`config.mk`:
```
export PLATFORM = sky130hd
export DESIGN_NAME = sorted_priority_queue
export DESIGN_NICKNAME = d
export VERILOG_FILES = /design/src/rtl/core/sqp_pkg.sv /design/src/rtl/core/sorted_priority_queue.sv /design/src/rtl/core/sqp_cell.sv
export SDC_FILE = /design/constraint.sdc
export NUM_CORES = 2
export LEC_CHECK = 0
export ABC_AREA = 1
export BUFFER_PORTS_ARGS = -buffer_cell sky130_fd_sc_hd__buf_2
export CELL_PAD_IN_SITES_DETAIL_PLACEMENT = 1
export CELL_PAD_IN_SITES_GLOBAL_PLACEMENT = 2
export CORE_ASPECT_RATIO = 0.7
export CORE_MARGIN = 4
export CORE_UTILIZATION = 30
export CTS_CLUSTER_DIAMETER = 60
export DETAILED_ROUTE_END_ITERATION = 10
export GPL_TIMING_DRIVEN = 0
export PLACE_DENSITY = 0.68
export SYNTH_ARGS = -nofsm -noshare
export SYNTH_HDL_FRONTEND = slang
export SYNTH_HIERARCHICAL = 1
export SYNTH_SLANG_ARGS = --single-unit
```
`constraint.sdc`:
```
create_clock -name clk -period 9.8 [get_ports clk]
set_input_delay 0 -clock clk [delete_from_list [all_inputs] [get_ports clk]]
set_output_delay 0 -clock clk [all_outputs]
set_load 0.02 [all_outputs]
```
`src/rtl/core/sqp_pkg.sv`:
```
// Package for the sorted priority queue.
// Holds command and status codes, default sizes and the cell control type.
// No dependencies.
package sqp_pkg;

  // Default sizes for the top-level parameters.
  localparam int CAPACITY_DEF     = 16;
  localparam int PAYLOAD_BITS_DEF = 32;

  // Command codes carried by an input item.
  localparam logic [1:0] CMD_INSERT = 2'd0;
  localparam logic [1:0] CMD_POP    = 2'd1;
  localparam logic [1:0] CMD_PEEK   = 2'd2;
  localparam logic [1:0] CMD_CLEAR  = 2'd3;

  // Status codes returned with each result.
  localparam logic [1:0] ST_OK    = 2'd0;
  localparam logic [1:0] ST_EMPTY = 2'd1;
  localparam logic [1:0] ST_FULL  = 2'd2;

  // Operation broadcast to every cell of the chain at once.
  typedef struct packed {
    logic insert;
    logic pop;
  } cell_ctrl_t;

endpackage

```
`src/rtl/core/sorted_priority_queue.sv`:
```
// Sorted priority queue: a chain of slot cells kept in ascending priority order.
// Depends on sqp_pkg and sqp_cell.
//
// Every command (insert, pop, peek, clear) is taken when start is high and
// busy is low, and its result appears on the result ports, marked by done,
// in the following cycle for exactly one cycle. All slots compare against
// the new priority at once and shift in the same edge, so a new command can
// be issued in every cycle; busy is high only during reset and in the first
// cycle after it. The receiver cannot stall, so results must be captured
// when done is high. Equal priorities leave in arrival order.
module sorted_priority_queue #(
  parameter int CAPACITY     = sqp_pkg::CAPACITY_DEF,
  parameter int PAYLOAD_BITS = sqp_pkg::PAYLOAD_BITS_DEF
) (
  input  logic               clk,
  input  logic               rst,
  input  logic               start,
  output logic               busy,
  input  logic [1:0]         command,
  input  logic signed [15:0] entry_priority,
  input  logic [31:0]        payload,
  output logic               done,
  output logic [31:0]        head_payload,
  output logic signed [15:0] head_priority,
  output logic [1:0]         status,
  output logic [4:0]         entry_count
);

  localparam int CW = $clog2(CAPACITY + 1);

  logic [CW-1:0]            count;
  logic [CW-1:0]            count_next;
  logic                     accept;
  logic                     full;
  logic                     empty;
  sqp_pkg::cell_ctrl_t      ctrl;
  logic [PAYLOAD_BITS-1:0]  new_pay;
  logic [63:0]              pay_wide;
  logic [63:0]              head_wide;
  logic [31:0]              count_wide;

  logic                     occ [CAPACITY];
  logic                     gt  [CAPACITY];
  logic signed [15:0]       pri_q [CAPACITY];
  logic [PAYLOAD_BITS-1:0]  pay_q [CAPACITY];

  assign accept = start && !busy;
  assign full   = (count == CW'(CAPACITY));
  assign empty  = (count == '0);

  // Fit the input word to the stored payload width.
  assign pay_wide = {32'b0, payload};
  assign new_pay  = pay_wide[PAYLOAD_BITS-1:0];

  // Broadcast operation for the chain.
  assign ctrl.insert = accept && (command == sqp_pkg::CMD_INSERT) && !full;
  assign ctrl.pop    = accept && (command == sqp_pkg::CMD_POP) && !empty;

  // Row of slot cells, each linked to its two neighbors.
  for (genvar i = 0; i < CAPACITY; i++) begin : g_cell
    logic                    left_gt;
    logic signed [15:0]      left_pri;
    logic [PAYLOAD_BITS-1:0] left_pay;
    logic signed [15:0]      right_pri;
    logic [PAYLOAD_BITS-1:0] right_pay;

    assign occ[i] = (CW'(i) < count);

    if (i == 0) begin : g_first
      assign left_gt  = 1'b0;
      assign left_pri = entry_priority;
      assign left_pay = new_pay;
    end else begin : g_mid
      assign left_gt  = gt[i-1];
      assign left_pri = pri_q[i-1];
      assign left_pay = pay_q[i-1];
    end

    if (i == CAPACITY - 1) begin : g_last
      assign right_pri = pri_q[i];
      assign right_pay = pay_q[i];
    end else begin : g_inner
      assign right_pri = pri_q[i+1];
      assign right_pay = pay_q[i+1];
    end

    sqp_cell #(
      .PAYLOAD_BITS(PAYLOAD_BITS)
    ) u_cell (
      .clk      (clk),
      .ctrl     (ctrl),
      .occupied (occ[i]),
      .new_pri  (entry_priority),
      .new_pay  (new_pay),
      .left_gt  (left_gt),
      .left_pri (left_pri),
      .left_pay (left_pay),
      .right_pri(right_pri),
      .right_pay(right_pay),
      .gt       (gt[i]),
      .pri      (pri_q[i]),
      .pay      (pay_q[i])
    );
  end

  // Entry count after the command.
  always_comb begin
    count_next = count;
    if (ctrl.insert) begin
      count_next = count + CW'(1);
    end else if (ctrl.pop) begin
      count_next = count - CW'(1);
    end else if (accept && (command == sqp_pkg::CMD_CLEAR)) begin
      count_next = '0;
    end
  end

  assign head_wide  = 64'(pay_q[0]);
  assign count_wide = 32'(count_next);

  // Control state and the registered result of each item.
  always_ff @(posedge clk) begin
    if (rst) begin
      count <= '0;
      busy  <= 1'b1;
      done  <= 1'b0;
    end else begin
      count <= count_next;
      busy  <= 1'b0;
      done  <= accept;
    end
    head_payload  <= '0;
    head_priority <= '0;
    status        <= sqp_pkg::ST_OK;
    entry_count   <= count_wide[4:0];
    case (command)
      sqp_pkg::CMD_INSERT: begin
        if (full) begin
          status <= sqp_pkg::ST_FULL;
        end
      end
      sqp_pkg::CMD_POP, sqp_pkg::CMD_PEEK: begin
        if (empty) begin
          status <= sqp_pkg::ST_EMPTY;
        end else begin
          head_payload  <= head_wide[31:0];
          head_priority <= pri_q[0];
        end
      end
      default: begin
      end
    endcase
  end

  // The count never passes the number of slots.
  a_count_bound: assert property (@(posedge clk) disable iff (rst)
    count <= CW'(CAPACITY))
    else $error("entry count above capacity");

  // Every accepted item yields a result in the next cycle.
  a_done_follows: assert property (@(posedge clk) disable iff (rst)
    accept |=> done)
    else $error("accepted item gave no result");

  // An insert with room grows the queue by one.
  a_insert_grows: assert property (@(posedge clk) disable iff (rst)
    ctrl.insert |=> count == $past(count) + CW'(1))
    else $error("insert did not grow the queue");

  // A full status is only reported while every slot is held.
  a_full_status: assert property (@(posedge clk) disable iff (rst)
    (done && status == sqp_pkg::ST_FULL) |-> full)
    else $error("full status with free slots");

  // Insert and pop never act in the same cycle.
  a_one_op: assert property (@(posedge clk) disable iff (rst)
    !(ctrl.insert && ctrl.pop))
    else $error("insert and pop together");

endmodule

```
`src/rtl/core/sqp_cell.sv`:
```
// One slot of the sorted chain: a priority and a payload register.
// Depends on sqp_pkg for the cell control type.
module sqp_cell #(
  parameter int PAYLOAD_BITS = sqp_pkg::PAYLOAD_BITS_DEF
) (
  input  logic                    clk,
  input  sqp_pkg::cell_ctrl_t     ctrl,
  input  logic                    occupied,
  input  logic signed [15:0]      new_pri,
  input  logic [PAYLOAD_BITS-1:0] new_pay,
  input  logic                    left_gt,
  input  logic signed [15:0]      left_pri,
  input  logic [PAYLOAD_BITS-1:0] left_pay,
  input  logic signed [15:0]      right_pri,
  input  logic [PAYLOAD_BITS-1:0] right_pay,
  output logic                    gt,
  output logic signed [15:0]      pri,
  output logic [PAYLOAD_BITS-1:0] pay
);

  logic signed [15:0]      pri_next;
  logic [PAYLOAD_BITS-1:0] pay_next;

  // An empty slot counts as greater, so a new item lands in the first slot that is free or holds a greater priority.
  // A strict compare keeps items of equal priority in arrival order.
  assign gt = !occupied || (pri > new_pri);

  // Shift right behind the insertion point, load at it, or shift left on pop.
  always_comb begin
    pri_next = pri;
    pay_next = pay;
    if (ctrl.insert) begin
      if (left_gt) begin
        pri_next = left_pri;
        pay_next = left_pay;
      end else if (gt) begin
        pri_next = new_pri;
        pay_next = new_pay;
      end
    end else if (ctrl.pop) begin
      pri_next = right_pri;
      pay_next = right_pay;
    end
  end

  always_ff @(posedge clk) begin
    pri <= pri_next;
    pay <= pay_next;
  end

endmodule

```
Word level (Yosys, flattened, before mapping)
Index checks and enable logic that the tools add are counted.
- add/subtract/negate cells: 2
- multipliers: 0
- divide/modulo/power cells: 0
- magnitude comparators: 32
- equality and inequality tests: 19
- shift-type cells: 0
- muxes and demuxes: 129
- bitwise gates (word level): 1
- reduce and logical (&&, ||, !) cells: 63
- operators by type and width (operator ; number):
    $mux W32 ; 61
    $mux W16 ; 61
    $gt A16 B16 Y1 ; 16
    $ne A3 B1 Y1 const B ; 14
    $lt A4 B5 Y1 const A ; 8
    $reduce_and A2 Y1 ; 16
    $lt A3 B5 Y1 const A ; 4
    $logic_not A1 Y1 ; 19
    $logic_or A1 B1 Y1 ; 16
    $mux W5 ; 3
    $lt A1 B5 Y1 const A ; 2
    $lt A2 B5 Y1 const A ; 2
    $logic_and A1 B1 Y1 ; 6
    $add A5 B1 Y5 const B ; 1
    $eq A5 B5 Y1 const B ; 1
    $logic_not A5 Y1 ; 1
    $sub A5 B1 Y5 const B ; 1
    $eq A2 B2 Y1 const B ; 2
    $pmux W2 S2 ; 1
    $reduce_bool A2 Y1 ; 2
    $reduce_or A2 Y1 ; 2
    $eq A2 B1 Y1 const B ; 1
    $logic_not A2 Y1 ; 1
    $mux W1 ; 2
    other kinds (3) ; 3
- register bits: 830
- bits in latches: 0
- RAM bits: 0
- bits in read-only memories: 0
- bits of input ports: 53
- output and inout port bits: 57
- word-level logic and storage cells: 285
- memories kept: 0

Logic depth before layout (Yosys ltp)
- word-level depth: 6
- mapped depth: 20
- mapped depth without buffers: 19

By module
The synthesis kept the hierarchy.
- modules (own cells, without submodules) (module ; times used ; cells each ; area each (sq um) ; sequential area each (sq um)):
    sqp_cell (g_cell[0].u_cell ...) ; 10 ; 342 ; 2852.7 ; 1441.4
    sqp_cell (g_cell[4].u_cell ...) ; 6 ; 344 ; 2857.7 ; 1441.4
    sorted_priority_queue ; 1 ; 282 ; 2329.7 ; 1241.2

Worst setup path after synthesis
OpenSTA, ideal clock, no wires.
- kind: reg2reg
- from: register count[0]
- to: register g_cell[15].u_cell.pay[0], enable pin
- setup time: 0.402 ns
- arrival time: 3.077 ns
- required time: 9.398 ns
- path slack: 6.320 ns
- stages on the path, launching flop included: 10
- path buffers: 1
- clock period less this slack: 3.480 ns
- cell sequence: dfxtp_1 -> inv_1 -> ha_1 -> nand3_1 -> nand2_2 -> inv_2 -> buf_2 -> or2_1 -> nand2_1 -> inv_1
- RTL lines (item ; RTL line ; text):
    from (decl) ; sorted_priority_queue.sv:31 ; logic [CW-1:0] count;
    from (signal assigned) ; sorted_priority_queue.sv:128 ; count <= count_next;
    to (signal assigned) ; sqp_cell.sv:48 ; pay <= pay_next;
    to (decl) ; sqp_cell.sv:18 ; output logic [PAYLOAD_BITS-1:0] pay

==> reports/results.md <==
Power
• **worst vdd ir** 124.9 uV
• **total power per unit cell area** 157.0 mW/mm^2
• **leakage power** 22.38 nW

Floorplanning
• **Std-Cell Rows** 122
• **IO Pins** 110
• **chip width** 486.1 um
• **Total Die Area** 0.1666 mm^2
• **Initial Util** 0.3026
• **die span in y** 342.7 um
• **placeable core region** 0.1586 mm^2

Synthesis
• **Syn Inst Count** 5765
• **average cell area after synthesis** 8.326 um^2
• **yosys warns** 6
• **Post-Syn Area** 0.04800 mm^2

STA
• **actual slew at the worst max-slew pin** 1350 ps
• **final setup violation count** 0
• **count of final max-slew check failures** 0
• **unrepaired setup endpoints after global routing** false
• **worst relative slew slack** 0.1001
• **minimum clock period after layout** 3769 ps
• **worst hold slack** 94.15 ps
• **maximum clock frequency** 265.3 MHz
• **final clock period utilization by the worst path** 0.3846
• **Setup Total Neg Slack** 0 ps
• **Fin Clk Skew** 25.34 ps
• **Final Hold Fails** 0

GRT
• **initial antenna violation count** 2
• **largest net degree at the start of global routing** 55
• **GRT Util Overall** 0.1943
• **wire length of the first global-routing pass** 251.7 mm
• **via count of the first global-routing pass** 39970
• **grt total ovfl** 0

Setup path
• **count of cells along the worst register-to-register path** 11
• **critical path fanouts, max** 54
• **RR Endpoint** g_cell[0].u_cell/pay[16]
• **critical path data required time** 10210 ps
• **CP Launch Type** register
• **startpoint of the worst setup timing path** count[0]
• **nature of the critical path endpoint** register
• **worst endpoint data arrival time** 4180 ps
• **worst setup path class** register to register
• **Register-to-Register Setup Slack** 6030 ps
• **start of the worst register-to-register path** count[0]
• **crit path to** g_cell[0].u_cell/pay[16]

CTS
• **post_cts resized** 0
• **number of H-tree levels** 3
• **TritonCTS Sinks** 830
• **Clock Tree Buf Depth** 3
• **Num CTS Buffers** 98
• **master cell of the clock root buffer** sky130_fd_sc_hd__clkbuf_16
• **TritonCTS clock tree** done
• **clk_lat worst skew** 720 ps
• **Clock Pin Slew Worst Setup and Hold Paths** 60 ps

Route
• **first-iteration detailed-routing DRC count** 2984
• **routed via count** 39720
• **number of nets with antenna violations after detailed routing** 0
• **Routed Wire Length** 164.9 mm
• **via density per instance** 4.828
• **routed len/inst** 20.04 um
• **drt drc** 0
• **Detailed Routing Iterations Pass 1** 5

Place
• **routability congestion estimate from global placement** 0.7820
• **HPWL reported at the end of detailed placement** 130.5 mm
• **Port Buffer Count** 109
• **total cell area at the placement stage** 0.05155 mm^2

Min path
• **worst min-delay path class** input pin to register

Final layout
• **fraction of final layout cells sized beyond drive strength 1** 0.08764
• **area overhead of the layout relative to synthesis** 14.93%
• **Layout fillers** 18830
• **Total Nets Final** 6349
• **Layout Cell Area excl Fill** 0.05517 mm^2

Status
• **result of the run** finished, final reports clean

Flow run
• **Maximum Capacitance Violations** 0

-- cell usage in the layout (no fill, tap or decap), types with 4 or more instances in the layout --
| master | count |
|---|---|
| sky130_fd_sc_hd__a21o_1 | 16 |
| sky130_fd_sc_hd__a21oi_1 | 82 |
| sky130_fd_sc_hd__a21oi_2 | 16 |
| sky130_fd_sc_hd__buf_12 | 17 |
| sky130_fd_sc_hd__buf_2 | 240 |
| sky130_fd_sc_hd__bufinv_16 | 8 |
| sky130_fd_sc_hd__clkbuf_1 | 214 |
| sky130_fd_sc_hd__clkbuf_16 | 101 |
| sky130_fd_sc_hd__clkbuf_8 | 8 |
| sky130_fd_sc_hd__clkinv_1 | 23 |
| sky130_fd_sc_hd__clkinv_2 | 14 |
| sky130_fd_sc_hd__clkinvlp_4 | 5 |
| sky130_fd_sc_hd__conb_1 | 5 |
| sky130_fd_sc_hd__dfxtp_1 | 62 |
| sky130_fd_sc_hd__diode_2 | 4 |
| sky130_fd_sc_hd__dlygate4sd3_1 | 38 |
| sky130_fd_sc_hd__edfxtp_1 | 768 |
| sky130_fd_sc_hd__ha_1 | 263 |
| sky130_fd_sc_hd__inv_1 | 390 |
| sky130_fd_sc_hd__inv_2 | 64 |
| sky130_fd_sc_hd__nand2_1 | 1134 |
| sky130_fd_sc_hd__nand2_2 | 19 |
| sky130_fd_sc_hd__nand3_1 | 65 |
| sky130_fd_sc_hd__nand4_1 | 28 |
| sky130_fd_sc_hd__nor2_1 | 901 |
| sky130_fd_sc_hd__nor2_4 | 11 |
| sky130_fd_sc_hd__nor3_1 | 10 |
| sky130_fd_sc_hd__nor3_2 | 16 |
| sky130_fd_sc_hd__o21ai_0 | 223 |
| sky130_fd_sc_hd__o21ai_1 | 1340 |
| sky130_fd_sc_hd__or2_1 | 16 |
-- timing repair --
item                                   in CTS  in global routing
endpoints found under the hold margin     518                  0
hold buffers                               38                  0
setup buffers                               0                  0
-- per-layer routing --
metal  up-vias  wire (um)  global-route usage  share of wire
met2       725      64810              0.2775           0.39
met3       152       6323             0.02075          0.038
met4         0       2892             0.03729          0.018
met1     18690      90830              0.3128           0.55
met5         -          0                   0              0
li1      20160          -                   -              -
-- worst max-delay path, stage by stage (launching register included) --
cell and delay (ps):
sky130_fd_sc_hd__dfxtp_1 510, sky130_fd_sc_hd__inv_1 230, sky130_fd_sc_hd__ha_1 270, sky130_fd_sc_hd__nand3_1 200, sky130_fd_sc_hd__nand2_2 220, sky130_fd_sc_hd__inv_4 440
sky130_fd_sc_hd__buf_16 360, sky130_fd_sc_hd__buf_2 280, sky130_fd_sc_hd__or2_1 130, sky130_fd_sc_hd__nand2_1 70, sky130_fd_sc_hd__inv_2 360, sky130_fd_sc_hd__buf_12 270
-- layout make-up --
cell class                      count  area (um^2)  area share
Buffer                            327         1430     0.02592
Sequential cell                   830        24300      0.4405
Antenna cell                        4        10.01   0.0001814
Tap cell                         2108         2638     0.04781
Clock inverter                     52        508.0    0.009208
Multi-Input combinational cell   4151        20550      0.3725
Timing Repair Buffer              164         1274     0.02309
Inverter                          461         1733     0.03141
Clock buffer                      131         2720     0.04931
-- worst min-delay path by stage --
stage / cells after the start / from / to / slack [ps]
floorplan: 0 / rst / busy / 30
global placement: 1 / rst / busy / 290
detailed placement: 1 / rst / busy / 290
CTS: 3 / entry_priority[14] / g_cell[1].u_cell/pri[14] / 40
global route: 2 / rst / busy / 70
finish: 3 / entry_priority[6] / g_cell[15].u_cell/pri[6] / 90
-- metrics by stage --
| step | setup WS [ps] | total power [W] | std cells | util |
|---|---|---|---|---|
| CTS | 5934 | 0.008801 | 8224 | 0.3478 |
| global placement | 3947 | 0.004934 | 7986 | 0.3228 |
| finish | 6031 | 0.008662 | 8228 | 0.3478 |
| floorplan | 6320 | 0.004601 | 5769 | - |
| global route | 5785 | 0.009057 | 8225 | 0.3478 |
| detailed placement | 5764 | 0.004968 | 8003 | 0.3250 |
-- power breakdown --
| part | internal, W | total (W) | switching [W] |
|---|---|---|---|
| registers | 0.00397 | 0.00404 | 0.0000750 |
| clock network | 0.00216 | 0.00376 | 0.00160 |
| logic | 0.000257 | 0.000862 | 0.000605 |
-- flip-flops by register name, indices dropped and copies added, names as in the netlist --
register,flops
status,2
done,1
g_cell.u_cell/pay,512
busy,1
head_payload,32
count,5
g_cell.u_cell/pri,256
entry_count,5
head_priority,16
Power figures use the tool's default switching activity.
